**src/hdl/msk_pkg.sv**
```systemverilog
// Package for the modem socket keeper: codes, register map and the
// structs passed between the register file, the state engine and the top.
// No dependencies.
`timescale 1ns / 1ps

package msk_pkg;

  // Event codes
  localparam logic [2:0] OP_POLL          = 3'd0;
  localparam logic [2:0] OP_CREATE_REPLY  = 3'd1;
  localparam logic [2:0] OP_CONNECT_REPLY = 3'd2;
  localparam logic [2:0] OP_SOCK_STATUS   = 3'd3;
  localparam logic [2:0] OP_CLOSE_REPLY   = 3'd4;
  localparam logic [2:0] OP_MODEM_STATUS  = 3'd5;
  localparam logic [2:0] OP_AI_REPLY      = 3'd6;
  localparam logic [2:0] OP_RECONNECT     = 3'd7;

  // Socket phases
  localparam logic [2:0] PH_READY        = 3'd0;
  localparam logic [2:0] PH_CREATE_WAIT  = 3'd1;
  localparam logic [2:0] PH_CONNECT      = 3'd2;
  localparam logic [2:0] PH_CONNECT_WAIT = 3'd3;
  localparam logic [2:0] PH_CLOSE        = 3'd4;
  localparam logic [2:0] PH_CLOSE_WAIT   = 3'd5;

  // Frame kinds
  localparam logic [1:0] KIND_NONE    = 2'd0;
  localparam logic [1:0] KIND_CREATE  = 2'd1;
  localparam logic [1:0] KIND_CONNECT = 2'd2;
  localparam logic [1:0] KIND_CLOSE   = 2'd3;

  localparam logic [7:0] CREATE_ID = 8'd75;  // 'K'
  localparam logic [7:0] OTHER_ID  = 8'd1;

  // Register indexes (byte address is 4 * index)
  localparam int          ADDR_W             = 5;
  localparam logic [2:0]  REG_SERVER_PORT    = 3'd0;
  localparam logic [2:0]  REG_SOCKET_PROTO   = 3'd1;
  localparam logic [2:0]  REG_HOST_LENGTH    = 3'd2;
  localparam logic [2:0]  REG_CREATE_SIZE    = 3'd3;
  localparam logic [2:0]  REG_CONNECT_SIZE   = 3'd4;
  localparam logic [2:0]  REG_CLOSE_SIZE     = 3'd5;
  localparam logic [2:0]  REG_RETRY_INTERVAL = 3'd6;

  localparam logic [15:0] RETRY_RESET = 16'd3000;

  typedef struct packed {
    logic [15:0] server_port;
    logic [7:0]  socket_protocol;
    logic [7:0]  host_length;
    logic [7:0]  create_frame_size;
    logic [8:0]  connect_frame_size;
    logic [7:0]  close_frame_size;
    logic [15:0] retry_interval_ms;
  } cfg_t;

  typedef struct packed {
    logic [2:0]  opcode;
    logic [7:0]  reply_frame_id;
    logic [7:0]  socket_number;
    logic        status_good;
    logic        command_is_ai;
    logic [7:0]  extra_length;
    logic [7:0]  assoc_byte;
    logic [15:0] free_space;
    logic [31:0] now_ms;
  } item_t;

  typedef struct packed {
    logic        frame_valid;
    logic [1:0]  frame_kind;
    logic [7:0]  out_frame_id;
    logic [7:0]  out_socket;
    logic [15:0] out_port;
    logic [7:0]  out_protocol;
    logic        socket_usable;
    logic [7:0]  usable_socket;
    logic        network_is_up;
  } result_t;

endpackage

```
**src/hdl/msk_regs.sv**
```systemverilog
// Configuration register file for the modem socket keeper, APB-style port.
// Depends on msk_pkg.
`timescale 1ns / 1ps

module msk_regs (
  input  logic                       clk,
  input  logic                       rst,
  input  logic                       psel,
  input  logic                       penable,
  input  logic                       pwrite,
  input  logic [msk_pkg::ADDR_W-1:0] paddr,
  input  logic [31:0]                pwdata,
  output logic [31:0]                prdata,
  output logic                       pready,
  output msk_pkg::cfg_t              cfg
);

  logic       wr_en;
  logic [2:0] idx;

  assign pready = 1'b1;
  assign idx    = paddr[4:2];
  assign wr_en  = psel && penable && pwrite;

  always_ff @(posedge clk) begin
    if (rst) begin
      cfg <= {16'd0, 8'd0, 8'd0, 8'd0, 9'd0, 8'd0, msk_pkg::RETRY_RESET};
    end else if (wr_en) begin
      case (idx)
        msk_pkg::REG_SERVER_PORT:    cfg.server_port        <= pwdata[15:0];
        msk_pkg::REG_SOCKET_PROTO:   cfg.socket_protocol    <= pwdata[7:0];
        msk_pkg::REG_HOST_LENGTH:    cfg.host_length        <= pwdata[7:0];
        msk_pkg::REG_CREATE_SIZE:    cfg.create_frame_size  <= pwdata[7:0];
        msk_pkg::REG_CONNECT_SIZE:   cfg.connect_frame_size <= pwdata[8:0];
        msk_pkg::REG_CLOSE_SIZE:     cfg.close_frame_size   <= pwdata[7:0];
        msk_pkg::REG_RETRY_INTERVAL: cfg.retry_interval_ms  <= pwdata[15:0];
        default: ;
      endcase
    end
  end

  always_comb begin
    case (idx)
      msk_pkg::REG_SERVER_PORT:    prdata = {16'd0, cfg.server_port};
      msk_pkg::REG_SOCKET_PROTO:   prdata = {24'd0, cfg.socket_protocol};
      msk_pkg::REG_HOST_LENGTH:    prdata = {24'd0, cfg.host_length};
      msk_pkg::REG_CREATE_SIZE:    prdata = {24'd0, cfg.create_frame_size};
      msk_pkg::REG_CONNECT_SIZE:   prdata = {23'd0, cfg.connect_frame_size};
      msk_pkg::REG_CLOSE_SIZE:     prdata = {24'd0, cfg.close_frame_size};
      msk_pkg::REG_RETRY_INTERVAL: prdata = {16'd0, cfg.retry_interval_ms};
      default:                     prdata = 32'd0;
    endcase
  end

endmodule

```
**src/hdl/msk_engine.sv**
```systemverilog
// Socket state engine: holds phase, held socket, network flag and retry
// deadline, and works out one result per event. Depends on msk_pkg.
`timescale 1ns / 1ps

module msk_engine (
  input  logic             clk,
  input  logic             rst,
  input  logic             fire,
  input  msk_pkg::item_t   item,
  input  msk_pkg::cfg_t    cfg,
  output msk_pkg::result_t res
);

  logic [2:0]  phase, phase_next;
  logic        socket_held, socket_held_next;
  logic [7:0]  held_socket, held_socket_next;
  logic        network_flag, network_flag_next;
  logic [31:0] retry_deadline, retry_deadline_next;
  logic        held_match;
  logic        usable;

  assign held_match = socket_held && (held_socket == item.socket_number);

  always_comb begin
    phase_next          = phase;
    socket_held_next    = socket_held;
    held_socket_next    = held_socket;
    network_flag_next   = network_flag;
    retry_deadline_next = retry_deadline;
    res                 = '0;

    case (item.opcode)
      msk_pkg::OP_POLL: begin
        if (phase == msk_pkg::PH_READY) begin
          if (!socket_held && network_flag &&
              item.free_space >= {8'd0, cfg.create_frame_size} &&
              item.now_ms > retry_deadline) begin
            retry_deadline_next = item.now_ms + {16'd0, cfg.retry_interval_ms};
            res.frame_kind      = msk_pkg::KIND_CREATE;
            res.out_frame_id    = msk_pkg::CREATE_ID;
            res.out_protocol    = cfg.socket_protocol;
            phase_next          = msk_pkg::PH_CREATE_WAIT;
          end
        end else if (phase == msk_pkg::PH_CONNECT) begin
          if (!socket_held) begin
            phase_next = msk_pkg::PH_READY;
          end else if (item.free_space >= {7'd0, cfg.connect_frame_size}) begin
            res.frame_kind   = msk_pkg::KIND_CONNECT;
            res.out_frame_id = msk_pkg::OTHER_ID;
            res.out_socket   = held_socket;
            res.out_port     = cfg.server_port;
            phase_next       = msk_pkg::PH_CONNECT_WAIT;
          end
        end else if (phase == msk_pkg::PH_CLOSE) begin
          if (!socket_held) begin
            phase_next = msk_pkg::PH_READY;
          end else if (item.free_space >= {8'd0, cfg.close_frame_size}) begin
            res.frame_kind   = msk_pkg::KIND_CLOSE;
            res.out_frame_id = msk_pkg::OTHER_ID;
            res.out_socket   = held_socket;
            phase_next       = msk_pkg::PH_CLOSE_WAIT;
          end
        end
      end
      msk_pkg::OP_CREATE_REPLY: begin
        if (phase == msk_pkg::PH_CREATE_WAIT &&
            item.reply_frame_id == msk_pkg::CREATE_ID) begin
          if (item.status_good) begin
            socket_held_next = 1'b1;
            held_socket_next = item.socket_number;
            phase_next       = msk_pkg::PH_CONNECT;
          end else begin
            socket_held_next = 1'b0;
            held_socket_next = 8'd0;
            phase_next       = msk_pkg::PH_READY;
          end
        end
      end
      msk_pkg::OP_CONNECT_REPLY: begin
        // a failed connect forces close from any phase
        if (held_match && !item.status_good) begin
          phase_next = msk_pkg::PH_CLOSE;
        end
      end
      msk_pkg::OP_SOCK_STATUS: begin
        if (held_match) begin
          if (!item.status_good) begin
            socket_held_next = 1'b0;
            held_socket_next = 8'd0;
          end
          phase_next = msk_pkg::PH_READY;
        end
      end
      msk_pkg::OP_CLOSE_REPLY: begin
        if (held_match && item.status_good) begin
          socket_held_next = 1'b0;
          held_socket_next = 8'd0;
          phase_next       = msk_pkg::PH_READY;
        end
      end
      msk_pkg::OP_MODEM_STATUS: begin
        network_flag_next = item.status_good;
      end
      msk_pkg::OP_AI_REPLY: begin
        if (item.command_is_ai && item.status_good && item.extra_length == 8'd1) begin
          network_flag_next = (item.assoc_byte == 8'd0);
        end
      end
      msk_pkg::OP_RECONNECT: begin
        if (phase == msk_pkg::PH_READY && socket_held) begin
          phase_next = msk_pkg::PH_CLOSE;
        end
      end
      default: ;
    endcase

    usable            = (phase_next == msk_pkg::PH_READY) && socket_held_next;
    res.frame_valid   = (res.frame_kind != msk_pkg::KIND_NONE);
    res.socket_usable = usable;
    res.usable_socket = usable ? held_socket_next : 8'd0;
    res.network_is_up = network_flag_next;
  end

  always_ff @(posedge clk) begin
    if (rst) begin
      phase          <= msk_pkg::PH_READY;
      socket_held    <= 1'b0;
      held_socket    <= 8'd0;
      network_flag   <= 1'b0;
      retry_deadline <= 32'd0;
    end else if (fire) begin
      phase          <= phase_next;
      socket_held    <= socket_held_next;
      held_socket    <= held_socket_next;
      network_flag   <= network_flag_next;
      retry_deadline <= retry_deadline_next;
    end
  end

`ifndef NO_ASSERTIONS
  a_phase_range: assert property (@(posedge clk) disable iff (rst)
    phase == msk_pkg::PH_READY || phase == msk_pkg::PH_CREATE_WAIT ||
    phase == msk_pkg::PH_CONNECT || phase == msk_pkg::PH_CONNECT_WAIT ||
    phase == msk_pkg::PH_CLOSE || phase == msk_pkg::PH_CLOSE_WAIT)
    else $error("phase left the six-phase sequence");

  a_empty_socket: assert property (@(posedge clk) disable iff (rst)
    !socket_held |-> held_socket == 8'd0)
    else $error("held socket number without a held socket");

  a_create_wait: assert property (@(posedge clk) disable iff (rst)
    fire && res.frame_kind == msk_pkg::KIND_CREATE
      |=> phase == msk_pkg::PH_CREATE_WAIT && !socket_held)
    else $error("create frame sent without entering create-wait");

  a_idle_hold: assert property (@(posedge clk) disable iff (rst)
    !fire |=> $stable(phase) && $stable(retry_deadline) && $stable(socket_held))
    else $error("state changed with no event");
`endif

endmodule

```
**src/hdl/modem_socket_keeper_core.sv**
```systemverilog
// Top level of the modem socket keeper: input register, state engine,
// result register and configuration port. Depends on msk_pkg, msk_regs
// and msk_engine.
`timescale 1ns / 1ps

// Takes one event request per clock while in_stall is low and returns exactly
// one result for each (the event sits in the input register, is evaluated
// against the socket state and lands in the result register). Sustained rate
// is one event per cycle while out_stall is low; the state update for an
// event completes in the same cycle it is evaluated, so back-to-back events
// see each other's effects. in_stall rises only when both the input register
// and the result register are full and out_stall is high. Configuration must
// be written while no event is in flight.
module modem_socket_keeper_core (
  input  logic                       clk,
  input  logic                       rst,
  // configuration port
  input  logic                       psel,
  input  logic                       penable,
  input  logic                       pwrite,
  input  logic [msk_pkg::ADDR_W-1:0] paddr,
  input  logic [31:0]                pwdata,
  output logic [31:0]                prdata,
  output logic                       pready,
  // event channel
  input  logic                       in_valid,
  output logic                       in_stall,
  input  logic [2:0]                 opcode,
  input  logic [7:0]                 reply_frame_id,
  input  logic [7:0]                 socket_number,
  input  logic                       status_good,
  input  logic                       command_is_ai,
  input  logic [7:0]                 extra_length,
  input  logic [7:0]                 assoc_byte,
  input  logic [15:0]                free_space,
  input  logic [31:0]                now_ms,
  // result channel
  output logic                       out_valid,
  input  logic                       out_stall,
  output logic                       frame_valid,
  output logic [1:0]                 frame_kind,
  output logic [7:0]                 out_frame_id,
  output logic [7:0]                 out_socket,
  output logic [15:0]                out_port,
  output logic [7:0]                 out_protocol,
  output logic                       socket_usable,
  output logic [7:0]                 usable_socket,
  output logic                       network_is_up
);

  msk_pkg::cfg_t    cfg;
  msk_pkg::item_t   item;
  msk_pkg::result_t res;
  msk_pkg::result_t res_q;
  logic             item_valid;
  logic             advance;
  logic             fire;
  logic             in_take;

  msk_regs u_regs (
    .clk     (clk),
    .rst     (rst),
    .psel    (psel),
    .penable (penable),
    .pwrite  (pwrite),
    .paddr   (paddr),
    .pwdata  (pwdata),
    .prdata  (prdata),
    .pready  (pready),
    .cfg     (cfg)
  );

  // result register frees up when empty or being taken
  assign advance  = !out_valid || !out_stall;
  assign fire     = item_valid && advance;
  assign in_stall = item_valid && !advance;
  assign in_take  = in_valid && !in_stall;

  always_ff @(posedge clk) begin
    if (rst) begin
      item_valid <= 1'b0;
    end else if (!in_stall) begin
      item_valid <= in_valid;
    end
  end

  always_ff @(posedge clk) begin
    if (in_take) begin
      item.opcode         <= opcode;
      item.reply_frame_id <= reply_frame_id;
      item.socket_number  <= socket_number;
      item.status_good    <= status_good;
      item.command_is_ai  <= command_is_ai;
      item.extra_length   <= extra_length;
      item.assoc_byte     <= assoc_byte;
      item.free_space     <= free_space;
      item.now_ms         <= now_ms;
    end
  end

  msk_engine u_engine (
    .clk  (clk),
    .rst  (rst),
    .fire (fire),
    .item (item),
    .cfg  (cfg),
    .res  (res)
  );

  always_ff @(posedge clk) begin
    if (rst) begin
      out_valid <= 1'b0;
    end else if (advance) begin
      out_valid <= item_valid;
    end
  end

  always_ff @(posedge clk) begin
    if (fire) begin
      res_q <= res;
    end
  end

  assign frame_valid   = res_q.frame_valid;
  assign frame_kind    = res_q.frame_kind;
  assign out_frame_id  = res_q.out_frame_id;
  assign out_socket    = res_q.out_socket;
  assign out_port      = res_q.out_port;
  assign out_protocol  = res_q.out_protocol;
  assign socket_usable = res_q.socket_usable;
  assign usable_socket = res_q.usable_socket;
  assign network_is_up = res_q.network_is_up;

`ifndef NO_ASSERTIONS
  a_item_held: assert property (@(posedge clk) disable iff (rst)
    item_valid && !advance |=> item_valid && $stable(item))
    else $error("pending request lost while result register full");

  a_result_held: assert property (@(posedge clk) disable iff (rst)
    out_valid && out_stall |=> out_valid && $stable(res_q))
    else $error("stalled result changed");

  a_frame_kind: assert property (@(posedge clk) disable iff (rst)
    out_valid |-> frame_valid == (frame_kind != msk_pkg::KIND_NONE))
    else $error("frame_valid disagrees with frame_kind");
`endif

endmodule

```
**config.mk**
```make
export PLATFORM = sky130hd
export DESIGN_NAME = modem_socket_keeper_core
export DESIGN_NICKNAME = d
export VERILOG_FILES = /design/src/hdl/msk_pkg.sv /design/src/hdl/msk_regs.sv /design/src/hdl/msk_engine.sv /design/src/hdl/modem_socket_keeper_core.sv
export SDC_FILE = /design/constraint.sdc
export NUM_CORES = 1
export LEC_CHECK = 0
export BUFFER_PORTS_ARGS = -buffer_cell sky130_fd_sc_hd__buf_2
export CORE_MARGIN = 10
export CORE_UTILIZATION = 56
export CTS_CLUSTER_DIAMETER = 60
export DETAILED_ROUTE_END_ITERATION = 10
export GPL_ROUTABILITY_DRIVEN = 0
export PLACE_DENSITY_LB_ADDON = 0.25
export SKIP_LAST_GASP = 1
export SLEW_MARGIN = 10
export SYNTH_ARGS = -nofsm -noshare
export SYNTH_HDL_FRONTEND = slang
export SYNTH_SLANG_ARGS = --single-unit
```
**constraint.sdc**
```tcl
create_clock -name clk -period 6.5 [get_ports clk]
set_input_delay 0.975 -clock clk [delete_from_list [all_inputs] [get_ports clk]]
set_output_delay 0.975 -clock clk [all_outputs]
set_load 0.005 [all_outputs]
```
==> flow_summary.json <==
{
  "syn-cell-area_sq_um": 12340,
  "num_rows": 54,
  "cts.sinks": 252,
  "multi_input_comb_area_sq_um": 5413,
  "seq_area_sq_um": 6366,
  "stdcell_area_sq_um": 14270,
  "endpoint_kind": "flip-flop",
  "vias": 9384,
  "hold_path.class": "flip-flop to flip-flop",
  "core_sq_um": 21760,
  "ys.flop_type": "edfxtp_1",
  "period_share": 0.5798,
  "cts_hold_buf": 0,
  "die_h_um": 168.4,
  "stdcell_count": 1659,
  "drt_wl_total_um": 31080,
  "ys_ff_latch": 252,
  "outcome": "finished, final reports clean",
  "fmax_mhz": 265.3,
  "numPortBuffers": 177,
  "crit_slowest_cell": "nor2_1",
  "area_growth_pct": 15.62,
  "p_leak_nw": 5.549,
  "clk_pin_slew_ps": 60,
  "yosysWarnings": 0,
  "crit_path_frequent_cell": "o21ai_0",
  "synth_edf_count": 132,
  "fp.dieArea_sq_um": 28370,
  "power.density_nw_per_um2": 247.3,
  "die_w_um": 168.4,
  "drive_above_1_share": 0.1858,
  "wl_per_cell_um": 18.74,
  "start_util": 0.5672,
  "path_cells": "ha_1 > nand2_1 > o21ai_0 > a41oi_1 > o21ai_0 > o211ai_1 > nor2_1 > a211oi_1",
  "critPathMaxFanout": 14,
  "clk_latency_ps": 540,
  "viasPerCell": 5.656,
  "grt_pass1_vias": 9493,
  "worst-path-buf-inv": 0,
  "nets": 1560,
  "skew_ps": 11.54,
  "grt_first_pass_wirelength_um": 49690,
  "ios": 217,
  "root_buffer": "clkbuf_16",
  "slowest_delay_ps": 940,
  "gr-total-overflow": 0,
  "vdd_drop_max_v": 0.0001949,
  "worst_slew_margin_rel": 0.2510,
  "drt_iter0_drc": 586,
  "setup_viol": 0,
  "start_kind": "flip-flop",
  "final_cell_mix": "buf_2, edfxtp_1, dfxtp_1, nand2_1, nor2_1",
  "crit_family": "compound AO/OA/AOI/OAI gates",
  "worst_pin_slew_ps": 1119,
  "async_flop_share": 0,
  "fin_setup_tns_ps": 0,
  "worstPathArrival_ps": 4130,
  "grt_max_degree": 75,
  "whs_ps": 449.9,
  "fin_crit_ps": 3769,
  "clk_path_buf_depth": 3,
  "setup.worst_path.class": "flip-flop to flip-flop",
  "dp_slack_ps": 2891,
  "grt_usage": 0.2130,
  "cts_tree": "yes",
  "drt-pass1-iter-count": 5,
  "dp_hpwl_um": 22940,
  "setup_slack_ps": 2731,
  "yosysUniqueCellTypes": 68,
  "hold_viol": 0,
  "fill_cells": 1786,
  "required_ps": 6860,
  "cts_setup_buffers": 0,
  "antenna_left": 0,
  "drc": 0,
  "final_common_cell": "buf_2",
  "place_inst": 1608,
  "placed_area_sq_um": 13360,
  "drv_slew": 0,
  "antenna_found_initial": 1,
  "syn_area_per_cell_sq_um": 10.34,
  "grt_setup_unrepaired": "no",
  "drv_cap": 0,
  "numCtsBuffers": 27,
  "seq_area_frac_synth": 0.5159,
  "cts_htree_levels": 1,
  "power_mw": 3.528,
  "fin_util": 0.6557,
  "cts_resized": 0,
  "synth_cells": 1193
}
==> worst paths after layout <==
kind	startpoint	to	slack [ps]	cells past startpoint
max	item[34]$_DFFE_PP_	u_engine.retry_deadline[22]$_SDFFE_PP0P_	2730	8
min	u_engine.retry_deadline[15]$_SDFFE_PP0P_	u_engine.retry_deadline[15]$_SDFFE_PP0P_	450	2
max reg2reg	item[34]$_DFFE_PP_	u_engine.retry_deadline[22]$_SDFFE_PP0P_	2730	8
min reg2reg	u_engine.retry_deadline[15]$_SDFFE_PP0P_	u_engine.retry_deadline[15]$_SDFFE_PP0P_	450	2
==> final cells by class <==
type,count,area share
clock buffer,34,0.05271
antenna,1,0.0001754
inverter,79,0.02079
clock inverter,16,0.01035
timing repair buffer,184,0.06578
sequential,252,0.4462
tap,280,0.02456
multi-input combinational,813,0.3794
==> tightest hold or removal path, stage by stage, from the launching register on <==
cell and delay, ps:
dfxtp_1 300, nand2_1 50, a21oi_1 50
==> cell usage after synthesis, drive strengths merged, types with 3 or more instances <==
cell type,instances,area share
nand2,116,0.035
a21oi,87,0.035
a21o,14,0.0085
and2,36,0.018
mux4,3,0.0055
a211oi,20,0.013
buf,30,0.017
o311ai,5,0.0035
and4,3,0.0021
nor3,26,0.011
xor2,12,0.0085
dfxtp,120,0.19
o41ai,4,0.0028
mux2,6,0.0055
a22oi,22,0.013
ha,73,0.074
xnor2,18,0.013
or4,5,0.0030
o31ai,8,0.0053
mux2i,58,0.047
nor2,106,0.032
nand3,16,0.0065
and3,8,0.0041
inv,79,0.024
o21a,8,0.0049
edfxtp,132,0.32
clkbuf,38,0.012
or2,4,0.0020
a221oi,3,0.0021
or3,6,0.0030
o221ai,3,0.0021
o21ai,31,0.013
o211ai,5,0.0030
a31oi,3,0.0015
nor2b,10,0.0051
a21boi,4,0.0024
nor4,9,0.0046
o22ai,4,0.0020
o31a,3,0.0021
nand4,16,0.0081
a22o,9,0.0064
==> cells by family after synthesis <==
group           share of synthesized area
buf+inv                           0.05222
other cells                     0.0006086
simple gates                       0.1408
xor+xnor                          0.02129
compound gates                     0.1355
mux                               0.05800
flops                              0.5159
fa+ha+maj                         0.07564
==> report_power, final <==
group | leakage [nW] | internal [mW] | switching [mW]
clock | 0.442 | 0.900 | 0.626
combinational | 2.86 | 0.0956 | 0.150
sequential | 2.25 | 1.73 | 0.0312
==> metal layers <==
layer	wire [um]	global-route usage
met5	0	0
met4	765	0.06586
met3	2233	0.03981
met2	14940	0.3557
met1	13150	0.2741
==> registers in the layout, indices dropped and copies added, names as in the netlist <==
signal	cells
u_engine.retry_deadline	32
u_engine.held_socket	8
item_valid	1
socket_usable	1
out_socket	8
network_is_up	1
u_engine.network_flag	1
u_engine.phase	3
frame_valid	1
out_valid	1
u_regs.cfg	73
usable_socket	8
out_protocol	8
u_engine.socket_held	1
out_frame_id	2
frame_kind	2
item	85
out_port	16
No activity file was read; power rests on OpenSTA's default activity.
